**src/rtl/rss_pkg.sv**
```systemverilog
package rss_pkg;

  localparam int unsigned SAMPLE_BITS = 16;
  localparam int unsigned COUNT_BITS  = 16;
  localparam int unsigned FRAC_BITS   = 8;
  localparam int unsigned SUM_BITS    = 32;
  localparam int unsigned SQSUM_BITS  = 47;
  localparam int unsigned MAG_BITS    = 32;
  localparam int unsigned ACC_BITS    = 64;
  localparam int unsigned DEN_BITS    = 32;
  localparam int unsigned MEAN_BITS   = 24;
  localparam int unsigned VAR_BITS    = 31;
  localparam int unsigned STD_BITS    = 16;
  localparam int unsigned OUT_BITS    = 120;
  localparam int unsigned STEP_BITS   = $clog2(MAG_BITS + 1);

  localparam logic [COUNT_BITS-1:0] COUNT_MAX = {COUNT_BITS{1'b1}};
  localparam logic signed [SAMPLE_BITS-1:0] SAMPLE_TOP =
    {1'b0, {(SAMPLE_BITS-1){1'b1}}};
  localparam logic signed [SAMPLE_BITS-1:0] SAMPLE_BOTTOM =
    {1'b1, {(SAMPLE_BITS-1){1'b0}}};
  localparam logic [VAR_BITS-1:0] VAR_MAX = {VAR_BITS{1'b1}};

  localparam logic CMD_ACCUMULATE = 1'b0;
  localparam logic CMD_CLEAR      = 1'b1;

  typedef enum logic [3:0] {
    ST_IDLE,
    ST_SQUARE,
    ST_UPDATE,
    ST_PREP,
    ST_NSQ,
    ST_SSQ,
    ST_VDIV,
    ST_VWAIT,
    ST_SQRT,
    ST_EMIT
  } state_e;

  typedef struct packed {
    logic busy;
    logic ovf;
  } rss_stat_t;

endpackage

```
**src/rtl/rss_div.sv**
```systemverilog
module rss_div import rss_pkg::*; #(
  parameter int unsigned VW = 16,
  parameter int unsigned QW = 24
) (
  input  logic             clk_i,
  input  logic             rst_ni,
  input  logic             start_i,
  input  logic [VW+QW-1:0] dividend_i,
  input  logic [VW-1:0]    divisor_i,
  output logic [QW-1:0]    quotient_o,
  output rss_stat_t        stat_o
);

  localparam int unsigned CW = $clog2(QW + 1);

  logic [VW-1:0] rem_q, rem_d;
  logic [QW-1:0] quo_q, quo_d;
  logic [VW-1:0] div_q;
  logic [CW-1:0] cnt_q;
  logic          busy_q;
  logic          ovf_q;
  logic [VW:0]   trial;
  logic [VW:0]   diff;
  logic          fits;

  always_comb begin
    trial = {rem_q, quo_q[QW-1]};
    diff  = trial - {1'b0, div_q};
    fits  = trial >= {1'b0, div_q};
    rem_d = fits ? diff[VW-1:0] : trial[VW-1:0];
    quo_d = {quo_q[QW-2:0], fits};
  end

  always_ff @(posedge clk_i or negedge rst_ni) begin
    if (!rst_ni) begin
      busy_q <= 1'b0;
      ovf_q  <= 1'b0;
      cnt_q  <= '0;
    end else if (start_i) begin
      busy_q <= 1'b1;
      ovf_q  <= dividend_i[VW+QW-1:QW] >= divisor_i;
      cnt_q  <= CW'(QW);
    end else if (busy_q) begin
      busy_q <= cnt_q != CW'(1);
      cnt_q  <= cnt_q - CW'(1);
    end
  end

  always_ff @(posedge clk_i) begin
    if (start_i) begin
      rem_q <= dividend_i[VW+QW-1:QW];
      quo_q <= dividend_i[QW-1:0];
      div_q <= divisor_i;
    end else if (busy_q) begin
      rem_q <= rem_d;
      quo_q <= quo_d;
    end
  end

  assign quotient_o  = quo_q;
  assign stat_o.busy = busy_q;
  assign stat_o.ovf  = ovf_q;

endmodule

```
**src/rtl/rss_sqrt.sv**
```systemverilog
module rss_sqrt import rss_pkg::*; #(
  parameter int unsigned RW = 16
) (
  input  logic            clk_i,
  input  logic            rst_ni,
  input  logic            start_i,
  input  logic [2*RW-1:0] radicand_i,
  output logic [RW-1:0]   root_o,
  output rss_stat_t       stat_o
);

  localparam int unsigned CW = $clog2(RW + 1);

  logic [2*RW-1:0] rad_q;
  logic [RW:0]     rem_q;
  logic [RW-1:0]   root_q;
  logic [CW-1:0]   cnt_q;
  logic            busy_q;
  logic [RW+2:0]   rem_sh;
  logic [RW+2:0]   trial;
  logic [RW+2:0]   diff;
  logic            fits;

  always_comb begin
    rem_sh = {rem_q, rad_q[2*RW-1:2*RW-2]};
    trial  = {1'b0, root_q, 2'b01};
    diff   = rem_sh - trial;
    fits   = rem_sh >= trial;
  end

  always_ff @(posedge clk_i or negedge rst_ni) begin
    if (!rst_ni) begin
      busy_q <= 1'b0;
      cnt_q  <= '0;
    end else if (start_i) begin
      busy_q <= 1'b1;
      cnt_q  <= CW'(RW);
    end else if (busy_q) begin
      busy_q <= cnt_q != CW'(1);
      cnt_q  <= cnt_q - CW'(1);
    end
  end

  always_ff @(posedge clk_i) begin
    if (start_i) begin
      rad_q  <= radicand_i;
      rem_q  <= '0;
      root_q <= '0;
    end else if (busy_q) begin
      rad_q  <= {rad_q[2*RW-3:0], 2'b00};
      rem_q  <= fits ? diff[RW:0] : rem_sh[RW:0];
      root_q <= {root_q[RW-2:0], fits};
    end
  end

  assign root_o      = root_q;
  assign stat_o.busy = busy_q;
  assign stat_o.ovf  = 1'b0;

endmodule

```
**src/rtl/running_sample_statistics.sv**
```systemverilog
// Running statistics over signed 16-bit samples: each request either adds a sample or
// clears the statistics, and each gives one result with count, minimum, maximum, mean
// (8 fraction bits, truncated toward zero), sample variance (saturating at 2^31-1, zero
// below two samples) and its floor square root; tuser of a result flags a sample dropped
// because the count was full. One request is worked at a time, and no new request is
// accepted until its result has been placed in the output register. The work is done by the
// bit-serial multiply-accumulate, one multiplier bit per cycle (for the square, for count
// times sum of squares and for the squared sum), by the variance divider at one quotient
// bit per cycle and by the square root at two radicand bits per cycle;
// the mean divider runs beside the multiply-accumulate. A finished result waits in an
// output register while the next request is accepted.
module running_sample_statistics import rss_pkg::*; (
  input  logic                clk_i,
  input  logic                rst_ni,
  input  logic                s_axis_tvalid_i,
  output logic                s_axis_tready_o,
  input  logic [15:0]         s_axis_tdata_i,  // sample[15:0]
  input  logic                s_axis_tuser_i,  // command
  output logic                m_axis_tvalid_o,
  input  logic                m_axis_tready_i,
  output logic [OUT_BITS-1:0] m_axis_tdata_o,  // sample_count, minimum, maximum, mean,
                                               // variance, std_dev, zero pad
  output logic                m_axis_tuser_o   // saturated
);

  state_e state_q, state_d;

  logic                          cmd_q, cmd_d;
  logic signed [SAMPLE_BITS-1:0] x_q, x_d;
  logic [ACC_BITS-1:0]           acc_q, acc_d;
  logic [ACC_BITS-1:0]           mcand_q, mcand_d;
  logic [MAG_BITS-1:0]           mplier_q, mplier_d;
  logic [DEN_BITS-1:0]           den_acc_q, den_acc_d;
  logic [DEN_BITS-1:0]           den_mcand_q, den_mcand_d;
  logic [COUNT_BITS-1:0]         den_mplier_q, den_mplier_d;
  logic [STEP_BITS-1:0]          step_q, step_d;
  logic [VAR_BITS-1:0]           var_q, var_d;
  logic                          sat_q, sat_d;

  logic [COUNT_BITS-1:0]         count_q, count_d;
  logic signed [SUM_BITS-1:0]    sum_q, sum_d;
  logic [SQSUM_BITS-1:0]         sqsum_q, sqsum_d;
  logic signed [SAMPLE_BITS-1:0] min_q, min_d;
  logic signed [SAMPLE_BITS-1:0] max_q, max_d;

  logic                          out_valid_q, out_valid_d;
  logic [OUT_BITS-1:0]           out_data_q, out_data_d;
  logic                          out_sat_q, out_sat_d;

  logic                          in_fire;
  logic [SAMPLE_BITS-1:0]        x_mag_in;
  logic [MAG_BITS-1:0]           sum_mag;
  logic [ACC_BITS-1:0]           mac_addend;
  logic [DEN_BITS-1:0]           den_addend;

  logic                          mean_start;
  logic [MEAN_BITS-1:0]          mean_quo;
  rss_stat_t                     mean_stat;
  logic [MEAN_BITS-1:0]          mean_val;

  logic                          var_start;
  logic [DEN_BITS+VAR_BITS-1:0]  var_dividend;
  logic [VAR_BITS-1:0]           var_quo;
  rss_stat_t                     var_stat;
  logic [VAR_BITS-1:0]           var_val;

  logic                          sqrt_start;
  logic [STD_BITS-1:0]           std_val;
  rss_stat_t                     sqrt_stat;

  assign in_fire  = s_axis_tvalid_i && s_axis_tready_o;
  assign x_mag_in = s_axis_tdata_i[SAMPLE_BITS-1] ? (~s_axis_tdata_i + SAMPLE_BITS'(1))
                                                  : s_axis_tdata_i;
  assign sum_mag  = sum_q[SUM_BITS-1] ? MAG_BITS'(-sum_q) : MAG_BITS'(sum_q);

  assign mac_addend = mplier_q[0] ? mcand_q : '0;
  assign den_addend = den_mplier_q[0] ? den_mcand_q : '0;

  assign var_dividend = acc_q[ACC_BITS-1] ? '0 : acc_q[DEN_BITS+VAR_BITS-1:0];

  always_comb begin
    if (count_q == '0) begin
      mean_val = '0;
    end else if (sum_q[SUM_BITS-1]) begin
      mean_val = -mean_quo;
    end else begin
      mean_val = mean_quo;
    end
  end

  always_comb begin
    if (count_q < COUNT_BITS'(2)) begin
      var_val = '0;
    end else if (var_stat.ovf) begin
      var_val = VAR_MAX;
    end else begin
      var_val = var_quo;
    end
  end

  rss_div #(
    .VW (COUNT_BITS),
    .QW (MEAN_BITS)
  ) u_mean_div (
    .clk_i      (clk_i),
    .rst_ni     (rst_ni),
    .start_i    (mean_start),
    .dividend_i ({sum_mag, FRAC_BITS'(0)}),
    .divisor_i  (count_q),
    .quotient_o (mean_quo),
    .stat_o     (mean_stat)
  );

  rss_div #(
    .VW (DEN_BITS),
    .QW (VAR_BITS)
  ) u_var_div (
    .clk_i      (clk_i),
    .rst_ni     (rst_ni),
    .start_i    (var_start),
    .dividend_i (var_dividend),
    .divisor_i  (den_acc_q),
    .quotient_o (var_quo),
    .stat_o     (var_stat)
  );

  rss_sqrt #(
    .RW (STD_BITS)
  ) u_sqrt (
    .clk_i      (clk_i),
    .rst_ni     (rst_ni),
    .start_i    (sqrt_start),
    .radicand_i ({1'b0, var_d}),
    .root_o     (std_val),
    .stat_o     (sqrt_stat)
  );

  always_comb begin
    state_d      = state_q;
    cmd_d        = cmd_q;
    x_d          = x_q;
    acc_d        = acc_q;
    mcand_d      = mcand_q;
    mplier_d     = mplier_q;
    den_acc_d    = den_acc_q;
    den_mcand_d  = den_mcand_q;
    den_mplier_d = den_mplier_q;
    step_d       = step_q;
    var_d        = var_q;
    sat_d        = sat_q;
    count_d      = count_q;
    sum_d        = sum_q;
    sqsum_d      = sqsum_q;
    min_d        = min_q;
    max_d        = max_q;
    out_valid_d  = out_valid_q;
    out_data_d   = out_data_q;
    out_sat_d    = out_sat_q;
    mean_start   = 1'b0;
    var_start    = 1'b0;
    sqrt_start   = 1'b0;

    if (out_valid_q && m_axis_tready_i) begin
      out_valid_d = 1'b0;
    end

    case (state_q)
      ST_IDLE: begin
        if (in_fire) begin
          cmd_d    = s_axis_tuser_i;
          x_d      = s_axis_tdata_i;
          acc_d    = '0;
          mcand_d  = ACC_BITS'(x_mag_in);
          mplier_d = MAG_BITS'(x_mag_in);
          step_d   = STEP_BITS'(SAMPLE_BITS);
          state_d  = ST_SQUARE;
        end
      end
      ST_SQUARE: begin
        acc_d    = acc_q + mac_addend;
        mcand_d  = {mcand_q[ACC_BITS-2:0], 1'b0};
        mplier_d = {1'b0, mplier_q[MAG_BITS-1:1]};
        step_d   = step_q - STEP_BITS'(1);
        if (step_q == STEP_BITS'(1)) begin
          state_d = ST_UPDATE;
        end
      end
      ST_UPDATE: begin
        sat_d = 1'b0;
        if (cmd_q == CMD_CLEAR) begin
          count_d = '0;
          sum_d   = '0;
          sqsum_d = '0;
          min_d   = SAMPLE_TOP;
          max_d   = SAMPLE_BOTTOM;
        end else if (count_q == COUNT_MAX) begin
          sat_d = 1'b1;
        end else begin
          count_d = count_q + COUNT_BITS'(1);
          sum_d   = sum_q + {{(SUM_BITS-SAMPLE_BITS){x_q[SAMPLE_BITS-1]}}, x_q};
          sqsum_d = sqsum_q + acc_q[SQSUM_BITS-1:0];
          if (x_q > max_q) begin
            max_d = x_q;
          end
          if (x_q < min_q) begin
            min_d = x_q;
          end
        end
        state_d = ST_PREP;
      end
      ST_PREP: begin
        mean_start   = 1'b1;
        acc_d        = '0;
        mcand_d      = ACC_BITS'(sqsum_q);
        mplier_d     = MAG_BITS'(count_q);
        den_acc_d    = '0;
        den_mcand_d  = DEN_BITS'(count_q);
        den_mplier_d = count_q - COUNT_BITS'(1);
        step_d       = STEP_BITS'(COUNT_BITS);
        state_d      = ST_NSQ;
      end
      ST_NSQ: begin
        acc_d        = acc_q + mac_addend;
        mcand_d      = {mcand_q[ACC_BITS-2:0], 1'b0};
        mplier_d     = {1'b0, mplier_q[MAG_BITS-1:1]};
        den_acc_d    = den_acc_q + den_addend;
        den_mcand_d  = {den_mcand_q[DEN_BITS-2:0], 1'b0};
        den_mplier_d = {1'b0, den_mplier_q[COUNT_BITS-1:1]};
        step_d       = step_q - STEP_BITS'(1);
        if (step_q == STEP_BITS'(1)) begin
          mcand_d  = ACC_BITS'(sum_mag);
          mplier_d = sum_mag;
          step_d   = STEP_BITS'(MAG_BITS);
          state_d  = ST_SSQ;
        end
      end
      ST_SSQ: begin
        acc_d    = acc_q - mac_addend;
        mcand_d  = {mcand_q[ACC_BITS-2:0], 1'b0};
        mplier_d = {1'b0, mplier_q[MAG_BITS-1:1]};
        step_d   = step_q - STEP_BITS'(1);
        if (step_q == STEP_BITS'(1)) begin
          state_d = ST_VDIV;
        end
      end
      ST_VDIV: begin
        var_start = 1'b1;
        state_d   = ST_VWAIT;
      end
      ST_VWAIT: begin
        if (!var_stat.busy && !mean_stat.busy) begin
          var_d      = var_val;
          sqrt_start = 1'b1;
          state_d    = ST_SQRT;
        end
      end
      ST_SQRT: begin
        if (!sqrt_stat.busy) begin
          state_d = ST_EMIT;
        end
      end
      ST_EMIT: begin
        if (!out_valid_q || m_axis_tready_i) begin
          out_data_d  = {1'b0, std_val, var_q, mean_val, max_q, min_q, count_q};
          out_sat_d   = sat_q;
          out_valid_d = 1'b1;
          state_d     = ST_IDLE;
        end
      end
      default: begin
        state_d = ST_IDLE;
      end
    endcase
  end

  always_ff @(posedge clk_i or negedge rst_ni) begin
    if (!rst_ni) begin
      state_q     <= ST_IDLE;
      out_valid_q <= 1'b0;
      step_q      <= '0;
      count_q     <= '0;
      sum_q       <= '0;
      sqsum_q     <= '0;
      min_q       <= SAMPLE_TOP;
      max_q       <= SAMPLE_BOTTOM;
    end else begin
      state_q     <= state_d;
      out_valid_q <= out_valid_d;
      step_q      <= step_d;
      count_q     <= count_d;
      sum_q       <= sum_d;
      sqsum_q     <= sqsum_d;
      min_q       <= min_d;
      max_q       <= max_d;
    end
  end

  always_ff @(posedge clk_i) begin
    cmd_q        <= cmd_d;
    x_q          <= x_d;
    acc_q        <= acc_d;
    mcand_q      <= mcand_d;
    mplier_q     <= mplier_d;
    den_acc_q    <= den_acc_d;
    den_mcand_q  <= den_mcand_d;
    den_mplier_q <= den_mplier_d;
    var_q        <= var_d;
    sat_q        <= sat_d;
    out_data_q   <= out_data_d;
    out_sat_q    <= out_sat_d;
  end

  assign s_axis_tready_o = state_q == ST_IDLE;
  assign m_axis_tvalid_o = out_valid_q;
  assign m_axis_tdata_o  = out_data_q;
  assign m_axis_tuser_o  = out_sat_q;

  a_accept_starts_square: assert property (@(posedge clk_i) disable iff (!rst_ni)
    in_fire |=> state_q == ST_SQUARE)
    else $error("accepted request did not start the square step");

  a_units_idle_at_emit: assert property (@(posedge clk_i) disable iff (!rst_ni)
    state_q == ST_EMIT |-> !mean_stat.busy && !var_stat.busy && !sqrt_stat.busy)
    else $error("result emitted while an arithmetic unit is still busy");

  a_min_le_max: assert property (@(posedge clk_i) disable iff (!rst_ni)
    count_q != '0 |-> min_q <= max_q)
    else $error("minimum above maximum with samples present");

  a_full_count_holds: assert property (@(posedge clk_i) disable iff (!rst_ni)
    (state_q == ST_UPDATE && cmd_q == CMD_ACCUMULATE && count_q == COUNT_MAX)
      |=> $stable(sum_q) && $stable(count_q) && sat_q)
    else $error("sample taken while count full");

endmodule

```
**config.mk**
```make
export PLATFORM = sky130hd
export DESIGN_NAME = running_sample_statistics
export DESIGN_NICKNAME = d
export VERILOG_FILES = /design/src/rtl/rss_pkg.sv /design/src/rtl/rss_div.sv /design/src/rtl/rss_sqrt.sv /design/src/rtl/running_sample_statistics.sv
export SDC_FILE = /design/constraint.sdc
export NUM_CORES = 2
export LEC_CHECK = 0
export BUFFER_PORTS_ARGS = -buffer_cell sky130_fd_sc_hd__buf_2
export CAP_MARGIN = 5
export CORE_UTILIZATION = 55
export DETAILED_ROUTE_END_ITERATION = 7
export GPL_TIMING_DRIVEN = 0
export PLACE_DENSITY = 0.72
export REMOVE_ABC_BUFFERS = 1
export SLEW_MARGIN = 20
export SYNTH_ARGS = -nofsm -noshare
export SYNTH_HDL_FRONTEND = slang
export SYNTH_SLANG_ARGS = --single-unit
```
**constraint.sdc**
```tcl
create_clock -name clk_i -period 10.98 [get_ports clk_i]
set_input_delay 2.196 -clock clk_i [delete_from_list [all_inputs] [get_ports clk_i]]
set_output_delay 2.196 -clock clk_i [all_outputs]
set_load 0.05 [all_outputs]
```
After elaboration in Yosys (flattened, before gate mapping)
Index checks and enable logic that the tools add are counted.

Register bits: 782. Input port bits: 21. Output and inout port bits: 123.

$add $sub $neg: 17. $lt $le $gt $ge: 7. Eq/ne operators: 22. Mux-type cells: 77. Bitwise operators: 1. Reductions and logical operators: 27.

Operators by type and width (number): $pmux 64 s4 (2); $mux 32 (9); $mux 64 (4); $mux 31 (8); $mux 16 (12); $pmux 32 s2 (2); $pmux 32 s4 (1); $mux 47 (2); $mux 24 (3); $add 32x32->32 (2); $add 64x64->64 (1); $sub 64x64->64 (1); $mux 63 (1); $add 47x47->47 (1); $pmux 4 s10 (1); $ge 33x32->1 (1); $add 16x1->16 const B (2); $ge 32x32->1 (1); $neg 32->32 (1); $pmux 16 s2 (1); $sub 32x32->32 (1); $mux 5 (6); $mux 4 (7); $neg 24->24 (1); 35 further kinds (80).

Logic depth before layout (Yosys ltp)
Depth after elaboration: 5. Gate-level depth with buffers: 28. Depth with buffers taken out: 20.

Hierarchy
Synthesis repeated with hierarchy kept, for this count alone.

Cells, all modules: 5000. Area total of the unflattened synthesis: 49264.7 um^2.

Modules (own cells, without submodules): running_sample_statistics (instances 1, cells each 3564, area each 34281.6 um^2, sequential area each 15444.8 um^2); rss_div (u_var_div) (instances 1, cells each 694, area each 6964.2 um^2, sequential area each 3027.9 um^2); rss_div (u_mean_div) (instances 1, cells each 382, area each 4160.2 um^2, sequential area each 1856.8 um^2); rss_sqrt (instances 1, cells each 360, area each 3858.7 um^2, sequential area each 1771.7 um^2).

Worst setup path before layout
Ideal clock, no wire load.

Path type: input to register. Start: input m_axis_tready_i. End: register out_data_q[0] (netlist: m_axis_tdata_o[0]) (enable). Arrival time: 7.245 ns. Data required time: 10.380 ns. Path slack: 3.135 ns. Cell stages on the path: 2. Path through: nor2b_1 nor2_1.

Longest elaborated chain between the ends: 2.

Ends and longest elaborated chain: start, declared (line running_sample_statistics.sv:20) `input logic m_axis_tready_i,`; $logic_or 1x1->1 (line running_sample_statistics.sv:263) `if (!out_valid_q || m_axis_tready_i) begin`; $reduce_and 2->1 (no source line); end signal, assigned (line running_sample_statistics.sv:309) `out_data_q <= out_data_d;`; end, declared (line running_sample_statistics.sv:47) `logic [OUT_BITS-1:0] out_data_q, out_data_d;`.

Every way passes these cells. A chain may end at the register's enable or synchronous reset.

Worst setup path after layout
Start: register mplier_q[0]. End: register acc_q[59] (data pin).

Longest elaborated chain between the ends: 3.

Ends and longest elaborated chain: start, declared (line running_sample_statistics.sv:32) `logic [MAG_BITS-1:0] mplier_q, mplier_d;`; start signal, assigned (line running_sample_statistics.sv:303) `mplier_q <= mplier_d;`; $mux 64 (*) (line running_sample_statistics.sv:76) `assign mac_addend = mplier_q[0] ? mcand_q : '0;`; $sub 64x64->64 / $add 64x64->64 (equally long branches) (line running_sample_statistics.sv:238, running_sample_statistics.sv:180, running_sample_statistics.sv:223); $pmux 64 s4 (*) (line running_sample_statistics.sv:167) `case (state_q)`; end signal, assigned (line running_sample_statistics.sv:301) `acc_q <= acc_d;`; end, declared (line running_sample_statistics.sv:30) `logic [ACC_BITS-1:0] acc_q, acc_d;`.

Every way passes the cells marked *; elsewhere a longest branch is shown, timed or not.

==> impl_results.md <==
- Clock Pin Slew Worst Setup and Hold Paths: 0.06 ns
- Number of synthesized flops with an enable pin: 552
- Synth Warn #: 0
- Die width: 297 µm
- Period minus WS final: 7.44 ns
- Slew Viols, Final: 0
- Vias in the first global route: 36200
- Max Root-Sink Buffers: 3
- Fin crit share: 67.8%
- # rows: 107
- Slew @ Worst Pin: 1.15 ns
- Sequential fraction of the synthesis area: 45.8%
- Setup-failing EPs final: 0
- Crit path capture type: register
- Drt pass-1 iters: 8
- Cells on worst reg2reg path: 21
- Share of layout cells above drive strength 1: 8.50%
- Post-CTS sizing: 0
- Worst clock skew: 0.0297 ns
- Reg2reg setup slack: 3.54 ns
- Core area: 0.0858 mm²
- Worst Hold Class: register to register
- Post-layout util: 62.0%
- Routed vias/inst: 6.11
- Most frequently used flop master after synthesis: edfxtp_1
- Gr usage total: 28.2%
- I/O pin count: 144
- Post-CTS setup buffers: 0
- Critical path class: register to register
- Max_cap viols: 0
- F_max: 134 MHz
- Post-Syn Instances: 4984
- GRT overflow: 0
- R2R Path Start: mplier_q[0]$_DFFE_PP_
- Clock root buffer: clkbuf_16
- Crit Reg-Reg Endpoint: acc_q[59]$_SDFFCE_PN0P_
- WHS Endpoint: m_axis_tdata_o[95]$_DFFE_PP_
- Async SR Flop Fraction: 20.1%
- Initial core utilization: 55.9%
- Setup crit start kind: register
- Critical-path maximum fanout: 27
- Largest net degree at the start of global routing: 83
- Initial detailed-routing violation count: 3175
- Synthesized area per cell: 9.63 µm²
- Residual DRC count: 0
- Gp weighted congestion: 0.945
- Slew headroom: 23.6%
- Mapped Area: 0.0480 mm²
- Hold path start: var_q[23]$_DFF_P_
- DR WL/cell: 20.3 µm
- CTS tree: built
- Clock Sinks: 782
- Num CTS Buffers: 86
- RSZ-0062 raised after global routing: no
- Initial antenna violation count: 2
- Yosys cell types: 103
- Commonest non-fill, non-tap cell in the layout: nand2_1
- Most frequent cells in the layout: nand2_1 (598), edfxtp_1 (552), nor2_1 (412)
- Worst skew pair latency: 0.69 ns
- Die height: 297 µm
- Hold Vio Cnt, Final: 0
- Critical path data required time: 11.40 ns
- Synthesized flop and latch total: 782
- I/O Buffers: 142
- Post-DP HPWL: 92500 µm
- Area Growth Syn to Fin: 10.9%
- Global-route wire length before repair: 200000 µm
- Die area: 0.0884 mm²
- Vias post-DR: 38100
- CTS Hold Bufs: 0
- Nets: 5365
- Final wirelength: 127000 µm
- Status: finished clean
- Post-route ant nets: 0
- H-tree levels: 3
- Hold path cells: 0
- CP arrival: 7.86 ns
## how the worst max path moves through the flow
stage / end / from / cells past startpoint
global route: acc_q[59]$_SDFFCE_PN0P_ / mplier_q[0]$_DFFE_PP_ / 21
CTS: acc_q[59]$_SDFFCE_PN0P_ / mplier_q[0]$_DFFE_PP_ / 21
global placement: mplier_q[0]$_DFFE_PP_ / state_q[3]$_DFFE_PN0P_ / 7
floorplan: m_axis_tdata_o[0]$_DFFE_PP_ / m_axis_tready_i / 2
detailed placement: acc_q[59]$_SDFFCE_PN0P_ / mplier_q[0]$_DFFE_PP_ / 21
finish: acc_q[59]$_SDFFCE_PN0P_ / mplier_q[0]$_DFFE_PP_ / 21
## flip-flops by register name, indices dropped and copies added (netlist names), 32 cells and up
register,flops
mplier_q,32
m_axis_tdata_o,119
acc_q,64
u_var_div.rem_q,32
sqsum_q,47
den_acc_q,32
u_var_div.div_q,32
u_sqrt.rad_q,32
mcand_q,64
sum_q,32
den_mcand_q,32
## per-layer routing
| metal | vias up | share of wire, % | global-route usage (%) |
|---|---|---|---|
| met5 | - | 0 | 0 |
| met4 | 0 | 3.6 | 10.4 |
| met3 | 255 | 5.7 | 3.63 |
| met2 | 1210 | 47 | 46.3 |
| met1 | 18400 | 43 | 38.2 |
| li1 | 18300 | - | - |
## layout make-up
cell class / instances / area [µm²]
fill: 7187 / 32600
multi-input combinational: 3748 / 24400
sequential: 782 / 22000
clock buffer: 121 / 2410
timing repair buffer: 189 / 1630
tap: 1144 / 1430
inverter: 216 / 816
clock inverter: 41 / 505
antenna: 1 / 2.50
## kinds of logic (layout without fill, tap and decap cells)
logic type | Yosys count | after routing | synth area share, %
compound gates | 1388 | 1388 | 18.8
xor+xnor | 322 | 322 | 5.88
fa+ha+maj | 321 | 321 | 8.46
buf+inv | 454 | 567 | 3.70
flops | 782 | 782 | 45.8
mux | 65 | 65 | 1.37
other cells | 1 | 2 | 0.00782
simple gates | 1651 | 1651 | 16.0
## cell usage after synthesis (47+ instances only)
library cell  count  share of area [%]
ha_1            315                8.2
a21o_1          167                2.6
o21bai_1         47               0.74
a31oi_1          54               0.70
xor2_1          170                3.1
nor2b_1          70               0.91
nor3_1           82               0.86
and2_1           70               0.91
nand2_1         605                4.7
inv_1           215                1.7
mux2i_1          61                1.3
dfxtp_1          73                3.0
nand4_1          61               0.80
nand3_1         116                1.2
and3_1           49               0.64
nor2_1          420                3.3
nand2b_1         53               0.69
o21ai_0         363                3.8
a21oi_1         317                3.3
dfrtp_1         141                7.4
edfxtp_1        552                 35
xnor2_1         152                2.8
clkbuf_1        197                1.5
## worst max-delay path: stages, from the launching register on
cell and delay, ns:
edfxtp_1 0.63, buf_8 0.28, inv_1 0.45, a21o_1 0.17, nand2_1 0.10, a21oi_1 0.28, and3_1 0.55, o21ai_1 0.30
nand2_1 0.36, nand2_1 0.57, o311ai_0 0.44, ha_1 0.42, a21oi_1 0.27, o211ai_1 0.15, a311o_1 0.34, a21oi_1 0.34
o31a_1 0.40, o2111a_1 0.32, o21ai_1 0.22, a21oi_1 0.32, o21bai_1 0.13, mux2i_1 0.13
## metrics by stage
step / area [µm²] / instances / setup WS (ns) / TNS, ns / hold slack [ns]
2_1_floorplan: 47000 / 4746 / 3.13 / 0 / 0.400
3_3_place_gp: 49200 / 6032 / -3.05 / -91.88 / 0.416
3_5_place_dp: 50300 / 6079 / 3.85 / 0 / 0.415
4_1_cts: 53200 / 6241 / 3.83 / 0 / 0.428
5_1_grt: 53200 / 6241 / 3.34 / 0 / 0.436
6_report: 53200 / 6242 / 3.54 / 0 / 0.427
Power is not shown: default switching activity piles up to over one toggle a cycle in this logic, so the estimate is an artifact.
